--- config.mk ---
export PLATFORM = sky130hd
export DESIGN_NAME = ghd_ctrl
export DESIGN_NICKNAME = d
export VERILOG_FILES = /design/src/hw/rtl/grid_heat_diffusion_stepper_top_defines.svh /design/src/hw/rtl/ghd_pkg.sv /design/src/hw/rtl/ghd_ctrl.sv
export SDC_FILE = /design/constraint.sdc
export NUM_CORES = 1
export LEC_CHECK = 0
export ABC_AREA = 1
export BUFFER_PORTS_ARGS = -buffer_cell sky130_fd_sc_hd__buf_2
export CAP_MARGIN = 20
export CORE_MARGIN = 2
export CORE_UTILIZATION = 52
export DETAILED_ROUTE_END_ITERATION = 8
export PLACE_DENSITY_LB_ADDON = 0.2
export SLEW_MARGIN = 20
export SYNTH_ARGS = -nofsm -noshare
export SYNTH_HDL_FRONTEND = slang
export SYNTH_SLANG_ARGS = --single-unit
--- constraint.sdc ---
create_clock -name i_clk -period 4.2 [get_ports i_clk]
set_clock_uncertainty 0.05 [all_clocks]
set_input_delay 1.26 -clock i_clk [delete_from_list [all_inputs] [get_ports i_clk]]
set_output_delay 1.26 -clock i_clk [all_outputs]
set_load 0.03 [all_outputs]
--- src/hw/rtl/grid_heat_diffusion_stepper_top_defines.svh ---
// assertion macros for the grid heat diffusion stepper
// no dependencies
`ifndef GRID_HEAT_DIFFUSION_STEPPER_TOP_DEFINES_SVH
`define GRID_HEAT_DIFFUSION_STEPPER_TOP_DEFINES_SVH
`ifndef SYNTHESIS
`define GHD_ASSERT_IMPL(label, clk, rst_n, prop) \
    label: assert property (@(posedge clk) disable iff (!rst_n) prop) \
        else $error("assertion failed");
`define GHD_ASSERT_NEXT(label, clk, rst_n, a, b) \
    label: assert property (@(posedge clk) disable iff (!rst_n) (a) |=> (b)) \
        else $error("assertion failed");
`else
`define GHD_ASSERT_IMPL(label, clk, rst_n, prop)
`define GHD_ASSERT_NEXT(label, clk, rst_n, a, b)
`endif
`endif

--- src/hw/rtl/ghd_pkg.sv ---
// shared types and constants for the grid heat diffusion stepper
// no dependencies
package ghd_pkg;
    localparam logic [1:0] CMD_WRITE = 2'd0;
    localparam logic [1:0] CMD_RUN   = 2'd1;
    localparam logic [1:0] CMD_READ  = 2'd2;

    localparam logic [2:0] REG_TIME_STEP    = 3'd0;
    localparam logic [2:0] REG_END_TIME     = 3'd1;
    localparam logic [2:0] REG_CONDUCTANCE  = 3'd2;
    localparam logic [2:0] REG_CELL_VOLUME  = 3'd3;
    localparam logic [2:0] REG_CONTRIBUTION = 3'd4;
    localparam logic [2:0] REG_GRID_ROWS    = 3'd5;
    localparam logic [2:0] REG_GRID_COLS    = 3'd6;

    // datapath operations
    localparam logic [3:0] OP_NONE   = 4'd0;
    localparam logic [3:0] OP_RD_C   = 4'd1;  // read center temp and density
    localparam logic [3:0] OP_RD_N   = 4'd2;  // read one neighbor, accumulate
    localparam logic [3:0] OP_MUL_NA = 4'd3;  // numerator low product
    localparam logic [3:0] OP_MUL_DA = 4'd4;  // denominator partial
    localparam logic [3:0] OP_DIV    = 4'd5;  // one divider bit
    localparam logic [3:0] OP_WR_CH  = 4'd6;  // store change
    localparam logic [3:0] OP_RD_AP  = 4'd7;  // read temp and change for apply
    localparam logic [3:0] OP_WR_AP  = 4'd8;  // write new temp
    localparam logic [3:0] OP_PREP   = 4'd9;  // global products dt*h
    localparam logic [3:0] OP_MUL_NB = 4'd10;
    localparam logic [3:0] OP_MUL_DB = 4'd11;
    localparam logic [3:0] OP_MUL_DC = 4'd12;
    localparam logic [3:0] OP_MUL_DD = 4'd13;
    localparam logic [3:0] OP_PREP2  = 4'd14;

    typedef struct packed {
        logic [3:0] op;
        logic [2:0] nsel;   // neighbor 0..3
        logic [7:0] bitn;   // divider bit index
    } t_cmd;

    typedef struct packed {
        logic den_zero;
    } t_stat;

    typedef struct packed {
        logic [1:0]  command;
        logic [5:0]  row;
        logic [5:0]  col;
        logic [31:0] temperature;
        logic [31:0] density;
    } t_in_item;

    typedef struct packed {
        logic [31:0] cell_temperature;
        logic [31:0] steps_run;
        logic        status;
    } t_out_item;

    function automatic logic [31:0] sat32(input logic signed [34:0] v);
        if (v > 35'sd2147483647) return 32'h7fffffff;
        else if (v < -35'sd2147483648) return 32'h80000000;
        else return v[31:0];
    endfunction
endpackage

--- src/hw/rtl/ghd_ctrl.sv ---
// sequencer for commands and diffusion steps
// depends on ghd_pkg
module ghd_ctrl import ghd_pkg::*; #(
    parameter int RW = 6,
    parameter int CW = 6
) (
    input  logic            i_clk,
    input  logic            i_rst_n,
    input  logic            i_start,
    input  logic [RW:0]     i_rows,
    input  logic [CW:0]     i_cols,
    input  logic [31:0]     i_time_step,
    input  logic [31:0]     i_end_time,
    input  t_stat           i_stat,
    output t_cmd            o_cmd,
    output logic [RW+CW-1:0] o_addr,
    output logic            o_busy,
    output logic            o_done,
    output logic [31:0]     o_steps
);
    localparam logic [3:0] S_IDLE = 4'd0, S_PREP = 4'd1, S_RDC = 4'd2, S_RDN = 4'd3,
        S_WAIT = 4'd4, S_MUL = 4'd5, S_DIV = 4'd6, S_WRC = 4'd7, S_RDA = 4'd8,
        S_WRA = 4'd9, S_NEXT = 4'd10, S_DONE = 4'd11;
    logic [3:0] r_st, n_st;
    logic [RW-1:0] r_r, n_r;
    logic [CW-1:0] r_c, n_c;
    logic [3:0] r_k, n_k;
    logic [7:0] r_b, n_b;
    logic r_apply, n_apply;
    logic [32:0] r_el, n_el;
    logic [31:0] r_steps, n_steps;
    logic last_c, last_r;
    logic [RW-1:0] nr;
    logic [CW-1:0] nc;

    assign last_c = (CW+1)'(r_c) + 1'b1 >= i_cols;
    assign last_r = (RW+1)'(r_r) + 1'b1 >= i_rows;

    always_comb begin
        nr = r_r;
        nc = r_c;
        case (r_k[1:0])
            2'd0: if (r_r != '0) nr = r_r - 1'b1;
            2'd1: if (!last_r) nr = r_r + 1'b1;
            2'd2: if (r_c != '0) nc = r_c - 1'b1;
            default: if (!last_c) nc = r_c + 1'b1;
        endcase
    end

    always_comb begin
        n_st = r_st; n_r = r_r; n_c = r_c; n_k = r_k; n_b = r_b;
        n_apply = r_apply; n_el = r_el; n_steps = r_steps;
        o_cmd = '0;
        o_addr = {r_r, r_c};
        o_done = 1'b0;
        case (r_st)
            S_IDLE: if (i_start) begin
                n_st = S_PREP; n_el = '0; n_steps = '0;
            end
            S_PREP: begin
                o_cmd.op = OP_PREP;
                n_r = '0; n_c = '0; n_apply = 1'b0; n_st = S_RDC;
            end
            S_RDC: begin
                o_cmd.op = OP_RD_C; n_k = '0; n_st = S_RDN;
            end
            S_RDN: begin
                o_cmd.op = OP_RD_N; o_addr = {nr, nc};
                n_k = r_k + 1'b1;
                if (r_k == 4'd3) begin n_st = S_WAIT; n_k = '0; end
            end
            S_WAIT: begin
                n_k = r_k + 1'b1;
                if (r_k == 4'd1) begin n_st = S_MUL; n_k = '0; end
            end
            S_MUL: begin
                case (r_k)
                    4'd0: o_cmd.op = OP_PREP2;
                    4'd1: o_cmd.op = OP_MUL_NA;
                    4'd2: o_cmd.op = OP_MUL_NB;
                    4'd3: o_cmd.op = OP_MUL_DA;
                    4'd4: o_cmd.op = OP_MUL_DB;
                    4'd5: o_cmd.op = OP_MUL_DC;
                    default: o_cmd.op = OP_MUL_DD;
                endcase
                n_k = r_k + 1'b1;
                if (r_k == 4'd6) begin n_st = S_DIV; n_b = '0; n_k = '0; end
            end
            S_DIV: begin
                o_cmd.op = OP_DIV; o_cmd.bitn = r_b;
                n_b = r_b + 1'b1;
                // zero divisor gives a zero change, no need to run all bits
                if (r_b == 8'd127 || i_stat.den_zero) n_st = S_WRC;
            end
            S_WRC: begin
                n_k = r_k + 1'b1;
                if (r_k == 4'd7) begin
                    o_cmd.op = OP_WR_CH; n_st = S_NEXT; n_k = '0;
                end
            end
            S_RDA: begin
                o_cmd.op = OP_RD_AP; n_st = S_WAIT; n_k = 4'd8;
            end
            S_WRA: begin
                o_cmd.op = OP_WR_AP; n_st = S_NEXT;
            end
            S_NEXT: begin
                n_st = r_apply ? S_RDA : S_RDC;
                if (last_c) begin
                    n_c = '0;
                    if (last_r) begin
                        n_r = '0;
                        if (!r_apply) begin
                            n_apply = 1'b1;
                            n_st = S_RDA;
                        end else begin
                            n_steps = r_steps + 1'b1;
                            n_el = r_el + 33'(i_time_step);
                            n_st = (i_time_step != '0 && n_el < 33'(i_end_time))
                                ? S_PREP : S_DONE;
                        end
                    end else n_r = r_r + 1'b1;
                end else n_c = r_c + 1'b1;
            end
            S_DONE: begin
                o_done = 1'b1; n_st = S_IDLE;
            end
            default: n_st = S_IDLE;
        endcase
        // apply read waits on change ram latency then writes
        if (r_st == S_WAIT && r_k >= 4'd8) begin
            n_k = r_k + 1'b1;
            n_st = (r_k == 4'd9) ? S_WRA : S_WAIT;
        end
    end

    assign o_busy = (r_st != S_IDLE);
    assign o_steps = r_steps;

    always_ff @(posedge i_clk) begin
        if (!i_rst_n) begin
            r_st <= S_IDLE; r_r <= '0; r_c <= '0; r_k <= '0; r_b <= '0;
            r_apply <= 1'b0; r_el <= '0; r_steps <= '0;
        end else begin
            r_st <= n_st; r_r <= n_r; r_c <= n_c; r_k <= n_k; r_b <= n_b;
            r_apply <= n_apply; r_el <= n_el; r_steps <= n_steps;
        end
    end
endmodule

==> metrics.txt <==
IO Port Bufs between 100 and 150; largest net degree at the start of global routing 38; Netlist Area Pre-Place 8300 sq um; critical-path cell list buf_2 > inv_2 > ha_4 > a21oi_1 > o21ai_1 > nand4_1 > nand3_2 > buf_4 > nor2_1 > a21oi_1 > o22ai_1 > nand2_1 > o21ai_0 > buf_4; Setup crit end kind primary output; vias per cell 5.27; crit path kind input pin to primary output; gr usage total 0.265; startpoint class of the critical path input pin; Avg Inst Size Synth 6.57 sq um; CTS tree done; Pwr Total 2.94 mW; ANT cells 0; Final ANT Viol Nets 0; Starting Density 0.526; first-pass GRT wire length between 30 and 40 mm; share of cells above drive strength 1 0.241; final instance area ~10,000 sq um; Layout Nets between 1,500 and 2,000; P&R area growth vs syn 25.3%; Seq/Total Area, Yosys 0.227; post-route clock period utilization 1.01; launch point of the critical path i_rows[2]; VDD IR-drop max between 0.00015 and 0.0002 V; Finished Layout Cells 1,692; Fillers 1,517; Post-Place Setup Slack -0.465 ns; routability cong. approximately 0.93; Peak Freq about 240 MHz; Die Ht approximately 130 um; Longest Clk Path Bufs 2; ys async rst share 0; hold path startpoint o_steps[31]; FF-to-FF setup slack roughly 0.69 ns; CP Depth 14; Unique masters post-synth 63; setup ws final -0.0300 ns; PwrDens about 280 nW/um^2; Hold Slack about 0.41 ns; Reg2Reg Launch Point r_el[0]; DR pass1 iterations 5; area leader, netlist dfxtp_1; Top FF cell, synth dfxtp_1; Slew @ Worst Pin 0.982 ns; CTS Sinks 94; H-tree depth 3; hold path depth 1; area occupied by multi-input gates roughly 5900 sq um; post-DP HPWL 17.3 mm; Slew HR 0.344; Worst-path clk slew 0.08 ns; drt wl/cell 13.5 um; initial DRC count between 500 and 600; ranking of synthesized cells by area dfxtp_1, ha_1, nand2_1; vias in the first global route 8,183; DRC violations left 0; die width ~130 um; Final TNS setup -0.0671 ns; vias a little under 9,000; Num CTS Buffers 9; status finished, violations left; Slowest Stage Delay on Critical Path ~0.20 ns; routed wire length ~23 mm; RSZ-0062 raised after global routing true; #FFs+latches synth 94; clock root cell clkbuf_16; worst path bufs/invs 4; FF-to-FF End r_st[1]; CORE AREA 15,800 sq um; Hold Vio Cnt, Final 0; final setup vio count 4; Seq. cell area roughly 1900 sq um; maxcap violations 0; Hold Path Sink o_steps[31]; placed cells approximately 1,700; Tmin final 4.23 ns; delay-heaviest family, CP buffers and inverters; CP Max Fanout 6; Mapped Cells 1,263; initial antenna violation count 0; Slowest cell on crit path ha_4; cells on worst reg2reg path 28; hold crit path type flip-flop to flip-flop; Leakage 4.86 nW; Pins Over Slew Limit 0; Yosys top cell area share 0.227; WP data arrival a little under 3 ns; die area between 15,000 and 20,000 sq um; Final Core Density 0.660; violated checks setup timing; IO Count between 100 and 150; most frequent cells in the layout nand2_1, inv_1, a21oi_1; DP Area about 9800 sq um; number of synthesized flops with an enable pin 0; total gr overflow 0; row count between 40 and 50; yosys warns 0; most common cell after layout, fill and taps aside nand2_1; worst skew pair latency between 0.3 and 0.4 ns; WP data required a little under 3 ns
worst reg2reg max path, delay by kind of cell (launching register included):
kind                       cells  cell delay [ns]
adders and majority gates      3             0.88
DFF                            1             0.34
and+or+nand+nor               20             1.47
AOI/OAI and AO/OA              4             0.51
xor gates and xnor gates       1             0.17
registers in the layout, indices dropped and copies added, names as in the netlist:
name / cells
r_b: 8
r_el: 33
r_st: 4
r_c: 6
r_k: 4
o_steps: 32
r_apply: 1
r_r: 6
how the worst max path moves through the flow:
stage / endpoint / slack [ns]
3_5_place_dp: r_st[1] / -0.46
6_report: o_addr[9] / -0.03
3_3_place_gp: r_st[1] / -0.35
2_1_floorplan: o_addr[0] / -0.03
4_1_cts: o_addr[1] / 0.00003
5_1_grt: r_st[1] / -0.31
kinds of logic (layout without fill, tap and decap cells):
kind of cell    Yosys count  count (layout)  share of synthesized area
simple gates            539             539                      0.290
compound gates          280             280                      0.191
buf+inv                 206             417                     0.0963
flops                    94              94                      0.227
fa+ha+maj                92              92                      0.140
xor+xnor                 51              51                     0.0556
other cells               1               3                   0.000452
what timing repair did:
| action | 4_1_cts | 5_1_grt |
|---|---|---|
| cloned | 0 | 0 |
| hold buffers | 0 | 0 |
| gates resized for setup | 26 | 54 |
| setup buffers | 1 | 5 |
| endpoints found under the setup margin | 12 | 14 |
| pin swaps | 7 | 19 |
layout make-up:
type,instances,share of cell area
multi-input cells,965,0.565
flip-flops and latches,94,0.182
repair buffers,225,0.134
inverters,176,0.0640
well taps,216,0.0260
clock buffers,10,0.0230
clock inverters,6,0.00529
Yosys cell counts, types with 19 or more instances:
master and count:
nor2_1 120, ha_1 91, nor3_1 28, dfxtp_1 94, a21oi_1 154, xor2_1 38, nand2_1 270, inv_1 159
o21ai_0 57, nand3_1 49, nand4_1 19, clkbuf_1 19
report_power, final:
part,total (mW),internal [mW],switching (mW)
combinational,1.16,0.340,0.823
clock,0.834,0.428,0.406
sequential,0.945,0.913,0.0319
total,2.94,1.68,1.26
routing by layer:
metal,up-vias,track usage,part of all wire
met5,-,0,0
met4,0,0.0613,0.011
met3,16,0.0336,0.047
met2,228,0.455,0.47
met1,4061,0.357,0.47
li1,4614,-,-
Power figures use the tool's default switching activity.
